## src/design/mfsd_pkg.sv

```systemverilog
// ----------------------------------------------------------------------------
// mfsd_pkg
// Shared types, widths and reset values of the marker framed sample deframer.
// ----------------------------------------------------------------------------
package mfsd_pkg;

   localparam int BYTE_WIDTH     = 8;
   localparam int SAMPLE_WIDTH   = 16;
   localparam int LIMIT_WIDTH    = 16;
   localparam int CSR_DATA_WIDTH = 16;
   localparam int CSR_INDEX_WIDTH = 2;
   localparam int COUNT_WIDTH_DEFAULT = 16;

   // Sample sign handling: bit 11 set forces the top nibble to ones
   localparam int SIGN_BIT_POS = 11;
   localparam logic [3:0] SIGN_FILL = 4'hF;

   localparam logic [BYTE_WIDTH-1:0]  START_MARKER_RESET   = 8'hFF;
   localparam logic [BYTE_WIDTH-1:0]  STOP_MARKER_RESET    = 8'h1F;
   localparam logic [LIMIT_WIDTH-1:0] FRAME_LIMIT_RESET    = 16'd20480;
   localparam logic [LIMIT_WIDTH-1:0] EXPECTED_COUNT_RESET = 16'd20479;

   typedef enum logic [CSR_INDEX_WIDTH-1:0] {
      CSR_START_MARKER   = 2'd0,
      CSR_STOP_MARKER    = 2'd1,
      CSR_FRAME_LIMIT    = 2'd2,
      CSR_EXPECTED_COUNT = 2'd3
   } csr_index_type;

   typedef enum logic {
      RESULT_SAMPLE    = 1'b0,
      RESULT_FRAME_END = 1'b1
   } result_kind_type;

   typedef struct packed {
      logic [BYTE_WIDTH-1:0]  start_marker;
      logic [BYTE_WIDTH-1:0]  stop_marker;
      logic [LIMIT_WIDTH-1:0] frame_limit;
      logic [LIMIT_WIDTH-1:0] expected_count;
   } cfg_type;

   typedef struct packed {
      logic                           result_kind;
      logic signed [SAMPLE_WIDTH-1:0] sample_value;
      logic [SAMPLE_WIDTH-1:0]        sample_index;
      logic                           frame_ok;
      logic [SAMPLE_WIDTH-1:0]        frame_count;
   } rsp_payload_type;

   typedef struct packed {
      logic in_frame;
      logic byte_phase;
   } core_status_type;

   typedef struct packed {
      logic main_valid;
      logic skid_valid;
   } buf_status_type;

endpackage

```

## src/design/mfsd_stream_if.sv

```systemverilog
// ----------------------------------------------------------------------------
// mfsd_req_if / mfsd_rsp_if
// Valid/ready channels for raw link bytes and for deframed results.
// ----------------------------------------------------------------------------
interface mfsd_req_if;
   import mfsd_pkg::*;

   logic                  valid;
   logic                  ready;
   logic [BYTE_WIDTH-1:0] data_byte;

   modport source (output valid, output data_byte, input ready);
   modport sink   (input valid, input data_byte, output ready);
endinterface

interface mfsd_rsp_if;
   import mfsd_pkg::*;

   logic                           valid;
   logic                           ready;
   logic                           result_kind;
   logic signed [SAMPLE_WIDTH-1:0] sample_value;
   logic [SAMPLE_WIDTH-1:0]        sample_index;
   logic                           frame_ok;
   logic [SAMPLE_WIDTH-1:0]        frame_count;

   modport source (output valid, output result_kind, output sample_value,
                   output sample_index, output frame_ok, output frame_count,
                   input ready);
   modport sink   (input valid, input result_kind, input sample_value,
                   input sample_index, input frame_ok, input frame_count,
                   output ready);
endinterface

```

## src/design/mfsd_csr.sv

```systemverilog
// ----------------------------------------------------------------------------
// mfsd_csr
// Configuration registers, written through a plain index/data write port.
// ----------------------------------------------------------------------------
module mfsd_csr (
   input  logic                                   clock,
   input  logic                                   reset,
   input  logic                                   csr_write_enable,
   input  logic [mfsd_pkg::CSR_INDEX_WIDTH-1:0]   csr_index,
   input  logic [mfsd_pkg::CSR_DATA_WIDTH-1:0]    csr_write_data,
   output mfsd_pkg::cfg_type                      cfg
);
   import mfsd_pkg::*;

   cfg_type cfg_ff;
   cfg_type cfg_in;

   always_comb begin
      cfg_in = cfg_ff;
      if (csr_write_enable) begin
         case (csr_index_type'(csr_index))
            CSR_START_MARKER:   cfg_in.start_marker   = csr_write_data[BYTE_WIDTH-1:0];
            CSR_STOP_MARKER:    cfg_in.stop_marker    = csr_write_data[BYTE_WIDTH-1:0];
            CSR_FRAME_LIMIT:    cfg_in.frame_limit    = csr_write_data[LIMIT_WIDTH-1:0];
            CSR_EXPECTED_COUNT: cfg_in.expected_count = csr_write_data[LIMIT_WIDTH-1:0];
            default:            cfg_in = cfg_ff;
         endcase
      end
   end

   always_ff @(posedge clock) begin
      if (reset) begin
         cfg_ff.start_marker   <= START_MARKER_RESET;
         cfg_ff.stop_marker    <= STOP_MARKER_RESET;
         cfg_ff.frame_limit    <= FRAME_LIMIT_RESET;
         cfg_ff.expected_count <= EXPECTED_COUNT_RESET;
      end else begin
         cfg_ff <= cfg_in;
      end
   end

   assign cfg = cfg_ff;

endmodule

```

## src/design/mfsd_core.sv

```systemverilog
// ----------------------------------------------------------------------------
// mfsd_core
// Marker detection, byte pairing, sample forming and the sample counter.
// ----------------------------------------------------------------------------
module mfsd_core #(
   parameter int COUNT_WIDTH = mfsd_pkg::COUNT_WIDTH_DEFAULT
) (
   input  logic                              clock,
   input  logic                              reset,
   input  logic                              accept,
   input  logic [mfsd_pkg::BYTE_WIDTH-1:0]   data_byte,
   input  mfsd_pkg::cfg_type                 cfg,
   output logic                              push,
   output mfsd_pkg::rsp_payload_type         payload,
   output mfsd_pkg::core_status_type         status
);
   import mfsd_pkg::*;

   localparam int CMP_WIDTH = (COUNT_WIDTH > LIMIT_WIDTH) ? COUNT_WIDTH : LIMIT_WIDTH;

   logic [BYTE_WIDTH-1:0]  prev_byte_ff, prev_byte_in;
   logic                   in_frame_ff, in_frame_in;
   logic                   phase_ff, phase_in;
   logic [COUNT_WIDTH-1:0] counter_ff, counter_in;

   logic [CMP_WIDTH-1:0]    count_ext;
   logic [CMP_WIDTH-1:0]    limit_ext;
   logic [CMP_WIDTH-1:0]    expected_ext;
   logic                    stop_hit;
   logic                    start_hit;
   logic [SAMPLE_WIDTH-1:0] formed;

   assign count_ext    = CMP_WIDTH'(counter_ff);
   assign limit_ext    = CMP_WIDTH'(cfg.frame_limit);
   assign expected_ext = CMP_WIDTH'(cfg.expected_count);

   assign stop_hit  = (data_byte == cfg.stop_marker)  && (prev_byte_ff == cfg.stop_marker);
   assign start_hit = (data_byte == cfg.start_marker) && (prev_byte_ff == cfg.start_marker);

   always_comb begin
      formed = {prev_byte_ff, data_byte};
      if (formed[SIGN_BIT_POS]) begin
         formed[SAMPLE_WIDTH-1 -: 4] = SIGN_FILL;
      end
   end

   always_comb begin
      prev_byte_in = prev_byte_ff;
      in_frame_in  = in_frame_ff;
      phase_in     = phase_ff;
      counter_in   = counter_ff;
      push         = 1'b0;
      payload      = '0;
      if (accept) begin
         prev_byte_in = data_byte;
         if (stop_hit) begin
            push                = 1'b1;
            payload.result_kind = RESULT_FRAME_END;
            payload.frame_ok    = (count_ext == expected_ext);
            payload.frame_count = count_ext[SAMPLE_WIDTH-1:0];
            counter_in          = '0;
            phase_in            = 1'b0;
            in_frame_in         = 1'b0;
         end else if (start_hit) begin
            counter_in  = '0;
            phase_in    = 1'b0;
            in_frame_in = 1'b1;
         end else if (in_frame_ff) begin
            if (phase_ff) begin
               if (count_ext < limit_ext) begin
                  push                 = 1'b1;
                  payload.result_kind  = RESULT_SAMPLE;
                  payload.sample_value = formed;
                  payload.sample_index = count_ext[SAMPLE_WIDTH-1:0];
               end
               // saturate at all ones
               if (!(&counter_ff)) begin
                  counter_in = counter_ff + 1'b1;
               end
            end
            phase_in = ~phase_ff;
         end
      end
   end

   always_ff @(posedge clock) begin
      if (reset) begin
         prev_byte_ff <= '0;
         in_frame_ff  <= 1'b0;
         phase_ff     <= 1'b0;
         counter_ff   <= '0;
      end else begin
         prev_byte_ff <= prev_byte_in;
         in_frame_ff  <= in_frame_in;
         phase_ff     <= phase_in;
         counter_ff   <= counter_in;
      end
   end

   assign status.in_frame   = in_frame_ff;
   assign status.byte_phase = phase_ff;

endmodule

```

## src/design/mfsd_out_buf.sv

```systemverilog
// ----------------------------------------------------------------------------
// mfsd_out_buf
// Result register with one skid entry; decouples request ready from rsp ready.
// ----------------------------------------------------------------------------
module mfsd_out_buf (
   input  logic                        clock,
   input  logic                        reset,
   input  logic                        push,
   input  mfsd_pkg::rsp_payload_type   push_data,
   output logic                        in_ready,
   output logic                        out_valid,
   input  logic                        out_ready,
   output mfsd_pkg::rsp_payload_type   out_data,
   output mfsd_pkg::buf_status_type    status
);
   import mfsd_pkg::*;

   logic            main_valid_ff, main_valid_in;
   logic            skid_valid_ff, skid_valid_in;
   rsp_payload_type main_ff, main_in;
   rsp_payload_type skid_ff, skid_in;

   always_comb begin
      main_valid_in = main_valid_ff;
      skid_valid_in = skid_valid_ff;
      main_in       = main_ff;
      skid_in       = skid_ff;
      if (!main_valid_ff || out_ready) begin
         // main slot frees up: drain skid first, else take the new result
         if (skid_valid_ff) begin
            main_valid_in = 1'b1;
            main_in       = skid_ff;
            skid_valid_in = 1'b0;
         end else begin
            main_valid_in = push;
            main_in       = push_data;
         end
      end else if (push) begin
         skid_valid_in = 1'b1;
         skid_in       = push_data;
      end
   end

   always_ff @(posedge clock) begin
      if (reset) begin
         main_valid_ff <= 1'b0;
         skid_valid_ff <= 1'b0;
      end else begin
         main_valid_ff <= main_valid_in;
         skid_valid_ff <= skid_valid_in;
      end
      main_ff <= main_in;
      skid_ff <= skid_in;
   end

   assign in_ready          = !skid_valid_ff;
   assign out_valid         = main_valid_ff;
   assign out_data          = main_ff;
   assign status.main_valid = main_valid_ff;
   assign status.skid_valid = skid_valid_ff;

endmodule

```

## src/design/marker_framed_sample_deframer.sv

```systemverilog
// ----------------------------------------------------------------------------
// marker_framed_sample_deframer
// Recovers frames of 12-bit samples from a byte stream framed by marker pairs.
// One request carries one link byte. The block takes a request in every clock
// cycle while its skid entry is empty and answers it with zero or one result:
// all decoding is one pass of compares and a counter update between the state
// registers and the result register, and a one-entry skid behind the result
// register keeps the request side taking bytes while one result waits on rsp
// ready. Two stop marker bytes in a row emit a frame-end result (count and ok
// flag); two start marker bytes in a row open a frame. Inside a frame, bytes
// pair high then low into samples, emitted with their index while the index is
// below frame_limit. Write configuration only while no request is in flight.
// ----------------------------------------------------------------------------
module marker_framed_sample_deframer #(
   parameter int COUNT_WIDTH = mfsd_pkg::COUNT_WIDTH_DEFAULT
) (
   input  logic                                 clock,
   input  logic                                 reset,
   mfsd_req_if.sink                             req_chan,
   mfsd_rsp_if.source                           rsp_chan,
   input  logic                                 csr_write_enable,
   input  logic [mfsd_pkg::CSR_INDEX_WIDTH-1:0] csr_index,
   input  logic [mfsd_pkg::CSR_DATA_WIDTH-1:0]  csr_write_data
);
   import mfsd_pkg::*;

   cfg_type         cfg;
   logic            accept;
   logic            push;
   logic            in_ready;
   rsp_payload_type push_data;
   rsp_payload_type out_data;
   core_status_type core_status;
   buf_status_type  buf_status;

   // Hold configuration registers
   mfsd_csr u_csr (
      .clock            (clock),
      .reset            (reset),
      .csr_write_enable (csr_write_enable),
      .csr_index        (csr_index),
      .csr_write_data   (csr_write_data),
      .cfg              (cfg)
   );

   // Advance framing state on every accepted request
   assign accept       = req_chan.valid && in_ready;
   assign req_chan.ready = in_ready;

   mfsd_core #(
      .COUNT_WIDTH (COUNT_WIDTH)
   ) u_core (
      .clock     (clock),
      .reset     (reset),
      .accept    (accept),
      .data_byte (req_chan.data_byte),
      .cfg       (cfg),
      .push      (push),
      .payload   (push_data),
      .status    (core_status)
   );

   // Register results; the skid entry absorbs one result under backpressure
   mfsd_out_buf u_out_buf (
      .clock     (clock),
      .reset     (reset),
      .push      (push),
      .push_data (push_data),
      .in_ready  (in_ready),
      .out_valid (rsp_chan.valid),
      .out_ready (rsp_chan.ready),
      .out_data  (out_data),
      .status    (buf_status)
   );

   assign rsp_chan.result_kind  = out_data.result_kind;
   assign rsp_chan.sample_value = out_data.sample_value;
   assign rsp_chan.sample_index = out_data.sample_index;
   assign rsp_chan.frame_ok     = out_data.frame_ok;
   assign rsp_chan.frame_count  = out_data.frame_count;

`ifndef SYNTHESIS
   // A skid entry is only ever filled behind a full result register
   a_skid_behind_main: assert property (@(posedge clock) disable iff (reset)
      buf_status.skid_valid |-> buf_status.main_valid)
      else $error("skid entry valid while result register empty");

   // The response side is valid in the cycle after every produced result
   a_push_visible: assert property (@(posedge clock) disable iff (reset)
      push |=> rsp_chan.valid)
      else $error("produced result not presented");

   // A frame end always closes the frame and realigns byte pairing
   a_frame_end_closes: assert property (@(posedge clock) disable iff (reset)
      (push && push_data.result_kind == RESULT_FRAME_END)
         |=> (!core_status.in_frame && !core_status.byte_phase))
      else $error("frame still open after frame end");

   // A full skid entry must stall the request side
   a_stall_on_skid: assert property (@(posedge clock) disable iff (reset)
      buf_status.skid_valid |-> !req_chan.ready)
      else $error("request taken while skid entry full");
`endif

endmodule
```

## src/flat_wrapper.sv

```systemverilog
// flat-port wrapper written by rule: the top's interface ports become plain ports
module marker_framed_sample_deframer_flat import mfsd_pkg::*;
#(
   parameter int COUNT_WIDTH = mfsd_pkg::COUNT_WIDTH_DEFAULT
)
  (clock, reset, csr_write_enable, csr_index, csr_write_data, req_chan_valid, req_chan_data_byte, req_chan_ready, rsp_chan_valid, rsp_chan_result_kind, rsp_chan_sample_value, rsp_chan_sample_index, rsp_chan_frame_ok, rsp_chan_frame_count, rsp_chan_ready);
  mfsd_req_if req_chan_i ();
  mfsd_rsp_if rsp_chan_i ();
  input  logic clock;
  input  logic reset;
  input  logic csr_write_enable;
  input  logic [mfsd_pkg::CSR_INDEX_WIDTH-1:0] csr_index;
  input  logic [mfsd_pkg::CSR_DATA_WIDTH-1:0] csr_write_data;
  input wire logic [$bits(req_chan_i.valid)-1:0] req_chan_valid;
  input wire logic [$bits(req_chan_i.data_byte)-1:0] req_chan_data_byte;
  output wire logic [$bits(req_chan_i.ready)-1:0] req_chan_ready;
  output wire logic [$bits(rsp_chan_i.valid)-1:0] rsp_chan_valid;
  output wire logic [$bits(rsp_chan_i.result_kind)-1:0] rsp_chan_result_kind;
  output wire logic [$bits(rsp_chan_i.sample_value)-1:0] rsp_chan_sample_value;
  output wire logic [$bits(rsp_chan_i.sample_index)-1:0] rsp_chan_sample_index;
  output wire logic [$bits(rsp_chan_i.frame_ok)-1:0] rsp_chan_frame_ok;
  output wire logic [$bits(rsp_chan_i.frame_count)-1:0] rsp_chan_frame_count;
  input wire logic [$bits(rsp_chan_i.ready)-1:0] rsp_chan_ready;
  assign req_chan_i.valid = req_chan_valid;
  assign req_chan_i.data_byte = req_chan_data_byte;
  assign req_chan_ready = req_chan_i.ready;
  assign rsp_chan_valid = rsp_chan_i.valid;
  assign rsp_chan_result_kind = rsp_chan_i.result_kind;
  assign rsp_chan_sample_value = rsp_chan_i.sample_value;
  assign rsp_chan_sample_index = rsp_chan_i.sample_index;
  assign rsp_chan_frame_ok = rsp_chan_i.frame_ok;
  assign rsp_chan_frame_count = rsp_chan_i.frame_count;
  assign rsp_chan_i.ready = rsp_chan_ready;
  marker_framed_sample_deframer #(.COUNT_WIDTH(COUNT_WIDTH)) u_core (.clock(clock), .reset(reset), .req_chan(req_chan_i), .rsp_chan(rsp_chan_i), .csr_write_enable(csr_write_enable), .csr_index(csr_index), .csr_write_data(csr_write_data));
endmodule
```

## config.mk

```make
export PLATFORM = sky130hd
export DESIGN_NAME = marker_framed_sample_deframer_flat
export DESIGN_NICKNAME = d
export VERILOG_FILES = /design/src/design/mfsd_pkg.sv /design/src/design/mfsd_stream_if.sv /design/src/design/mfsd_csr.sv /design/src/design/mfsd_core.sv /design/src/design/mfsd_out_buf.sv /design/src/design/marker_framed_sample_deframer.sv /design/src/flat_wrapper.sv
export SDC_FILE = /design/constraint.sdc
export NUM_CORES = 1
export LEC_CHECK = 0
export BUFFER_PORTS_ARGS = -buffer_cell sky130_fd_sc_hd__buf_2
export CAP_MARGIN = 10
export CELL_PAD_IN_SITES_DETAIL_PLACEMENT = 1
export CELL_PAD_IN_SITES_GLOBAL_PLACEMENT = 1
export CORE_MARGIN = 2
export CORE_UTILIZATION = 50
export DETAILED_ROUTE_END_ITERATION = 7
export PLACE_DENSITY_LB_ADDON = 0.12
export SLEW_MARGIN = 30
export SYNTH_ARGS = -nofsm -noshare
export SYNTH_HDL_FRONTEND = slang
export SYNTH_SLANG_ARGS = --single-unit
```

## constraint.sdc

```tcl
create_clock -name clock -period 9.05 [get_ports clock]
set_input_delay 2.715 -clock clock [delete_from_list [all_inputs] [get_ports clock]]
set_output_delay 2.715 -clock clock [all_outputs]
set_load 0.02 [all_outputs]
```

==> results.sh <==
export IMPL_outcome="complete, no violations"
export IMPL_synth_edff_count=100
export IMPL_cts_tree="yes"
export IMPL_rsz0062_at_grt="false"
export IMPL_dpl_hpwl_mm=13.4
export IMPL_synthFlopType="edfxtp_1"
export IMPL_dieArea_mm2=0.0165
export IMPL_critPathLaunchType="input port"
export IMPL_ys_seq_area_share_pct=58.4
export IMPL_grt_use_total_pct=24.6
export IMPL_yosys_area_top_type="edfxtp_1"
export IMPL_drtIter0Drc=393
export IMPL_fin_crit_sh_pct=56.0
export IMPL_async_flop_share_pct=0
export IMPL_hp_class="register to register"
export IMPL_yosys_warnings=0
export IMPL_die_w_um=128
export IMPL_die_h_um=128
export IMPL_drv_slew=0
export IMPL_grt_first_pass_wirelength_mm=31.1
export IMPL_clkSinkCount=176
export IMPL_wl_per_cell_um=20.1
export IMPL_relSlewSlack_pct=53.9
export IMPL_clock_latency_ns=0.44
export IMPL_max_stage_delay_ns=0.54
export IMPL_setup_slack_ns=3.98
export IMPL_crit_top_cell="buf_4"
export IMPL_area_delta_synth_final_pct=13.9
export IMPL_crit_fanout=44
export IMPL_post_cts_setup_buffer_count=0
export IMPL_cp_slowest_cell="buf_4"
export IMPL_final_nets=819
export IMPL_gp_congestion=0.873
export IMPL_routed_via_density=5.77
export IMPL_grt_max_degree=63
export IMPL_worstPathRequired_ns=9.12
export IMPL_synth_most_common_cell="nand2_1"
export IMPL_cap_violations=0
export IMPL_initial_utilization_pct=51.1
export IMPL_grt_overflow_total=0
export IMPL_fin_crit_ns=5.07
export IMPL_dr_pass1_iters=4
export IMPL_cts_hold_buffers=0
export IMPL_avgSynthCellArea_um2=10.9
export IMPL_synth_compound_area_share_pct=10.8
export IMPL_antenna_cells=0
export IMPL_io_buffers=82
export IMPL_netlist_top_cells_area="edfxtp_1, dfxtp_1, nand2_1"
export IMPL_vias=5612
export IMPL_ctsResizeCount=0
export IMPL_synth_fa_ha_area_share_pct=2.59
export IMPL_tns_ns=0
export IMPL_rows=45
export IMPL_worst_slew_pin_slew_ns=0.690
export IMPL_worstPathArrival_ns=5.14
export IMPL_synthMuxAreaShare_pct=0
export IMPL_endpoint_kind="register"
export IMPL_drive_gt1_share_pct=17.6
export IMPL_synth_cell_types=45
export IMPL_syn_cell_area_mm2=0.00774
export IMPL_final_antenna_net_count=0
export IMPL_setup_viol=0
export IMPL_wl_mm=19.5
export IMPL_path_clk_slew_ns=0.06
export IMPL_path_cells="buf_2 > and3_1 > o22ai_1 > nor4_4 > buf_4 > and2_1 > inv_1 > a21oi_4 > buf_4"
export IMPL_grt_pass1_vias=5745
export IMPL_syn_inst=712
export IMPL_hold_viol=0
export IMPL_antenna_found_initial=0
export IMPL_syn_nets=759
export IMPL_critPathTopFamily="buffers and inverters"
export IMPL_peakVddDrop_v=0.000137
export IMPL_drc=0
export IMPL_synth_common_cells="nand2_1, edfxtp_1, dfxtp_1"
export IMPL_ys_ff_latch=176
export IMPL_fin_total_pwr_mw=1.63
export IMPL_crit_buf_inv=4
export IMPL_yosys_area_share_xor_xnor_pct=4.19
export IMPL_pre_cts_ws_ns=3.36
export IMPL_cts_root_buffer="clkbuf_16"
export IMPL_fmax_mhz=197
export IMPL_critPathKind="input port to register"
export IMPL_clock_skew_ns=0.00995
export IMPL_yosysTopAreaCellShare_pct=38.8
export IMPL_core_area_mm2=0.0151
export IMPL_cts_path_max_buffers=2
export IMPL_synth_top_family_by_area="simple AND/OR/NAND/NOR gates"
export IMPL_cts_buffers=17
export IMPL_power_density_mw_per_mm2=185
export IMPL_synth_simple_area_share_pct=20.3
export IMPL_io_pins=83
export IMPL_leakagePower_nw=3.67
export IMPL_htree_num_levels=4
## logic make-up (layout without fill, tap and decap cells)
kind of cell    Yosys count  count (layout)
fa+ha+maj                16              16
buf+inv                  69             142
simple gates            299             299
compound gates          115             115
xor+xnor                 37              37
flops                   176             176
## registers in the layout, summed over array words and instances, names as in the netlist
register / flops
u_core.u_core.phase_ff: 1
u_core.u_out_buf.out_data: 50
u_core.u_core.count_ext: 16
u_core.u_core.in_frame_ff: 1
u_core.u_core.prev_byte_ff: 8
u_core.u_out_buf.out_valid: 1
u_core.u_out_buf.skid_ff: 50
u_core.u_out_buf.skid_valid_ff: 1
u_core.u_csr.cfg: 48
## metrics by stage
step / instance area (um^2) / cells / hold WS (ns) / utilization (%)
2_1_floorplan: 7740 / 712 / 0.436 / -
3_3_place_gp: 8240 / 940 / 0.444 / 54.4
3_5_place_dp: 8240 / 940 / 0.457 / 54.4
4_1_cts: 8800 / 972 / 0.469 / 58.1
5_1_grt: 8810 / 973 / 0.482 / 58.2
6_report: 8810 / 973 / 0.467 / 58.2
## layer usage
metal	vias up	routed length, um	GRT usage [%]	part of all wire [%]
li1	2637	-	-	-
met5	-	0	0	0
met2	147	9260	39.9	47
met4	0	415	9.05	2.1
met1	2794	9110	33.4	47
met3	34	759	4.20	3.9
## area by class of cell
cell class / count / area [um^2]
Multi-Input combinational cell: 467 / 2950
Inverter: 21 / 78.8
Timing Repair Buffer: 89 / 465
Clock inverter: 13 / 128
Clock buffer: 19 / 433
Sequential cell: 176 / 4530
Tap cell: 188 / 235
Fill cell: 1630 / 6330
## power by group
part	internal, mW	total [mW]	switching, mW
logic	0.0256	0.0643	0.0387
clock network	0.383	0.705	0.321
registers	0.847	0.859	0.0122
## cell usage in the layout, fill, tap and decap left out, types with 14 or more instances in the layout
cell and n:
a21o_1 19, a21oi_1 36, a22o_1 31, and2_1 33, and3_1 30, buf_2 81
clkbuf_16 17, dfxtp_1 75, edfxtp_1 100, ha_1 16, inv_1 21, nand2_1 117
nand3_1 15, nand3b_1 21, nor2_1 20, nor3_1 18, xnor2_1 23, xor2_1 14
## worst min-delay path: stages (launching register included)
cell,delay (ns)
dfxtp_1,0.32
nand2_1,0.05
a21oi_1,0.05
## final timing paths
| check | cells past startpoint | to | slack [ns] | from |
|---|---|---|---|---|
| hold reg to reg | 2 | u_core.u_csr.cfg[24] | 0.47 | u_core.u_csr.cfg[24] |
| setup / recovery | 9 | u_core.u_out_buf.skid_ff[44] | 3.98 | req_chan_data_byte[0] |
| setup reg to reg | 9 | u_core.u_out_buf.skid_ff[44] | 5.58 | u_core.u_out_buf.skid_valid_ff |
| hold / removal | 2 | u_core.u_csr.cfg[24] | 0.47 | u_core.u_csr.cfg[24] |
(Power assumes the default switching activity.)
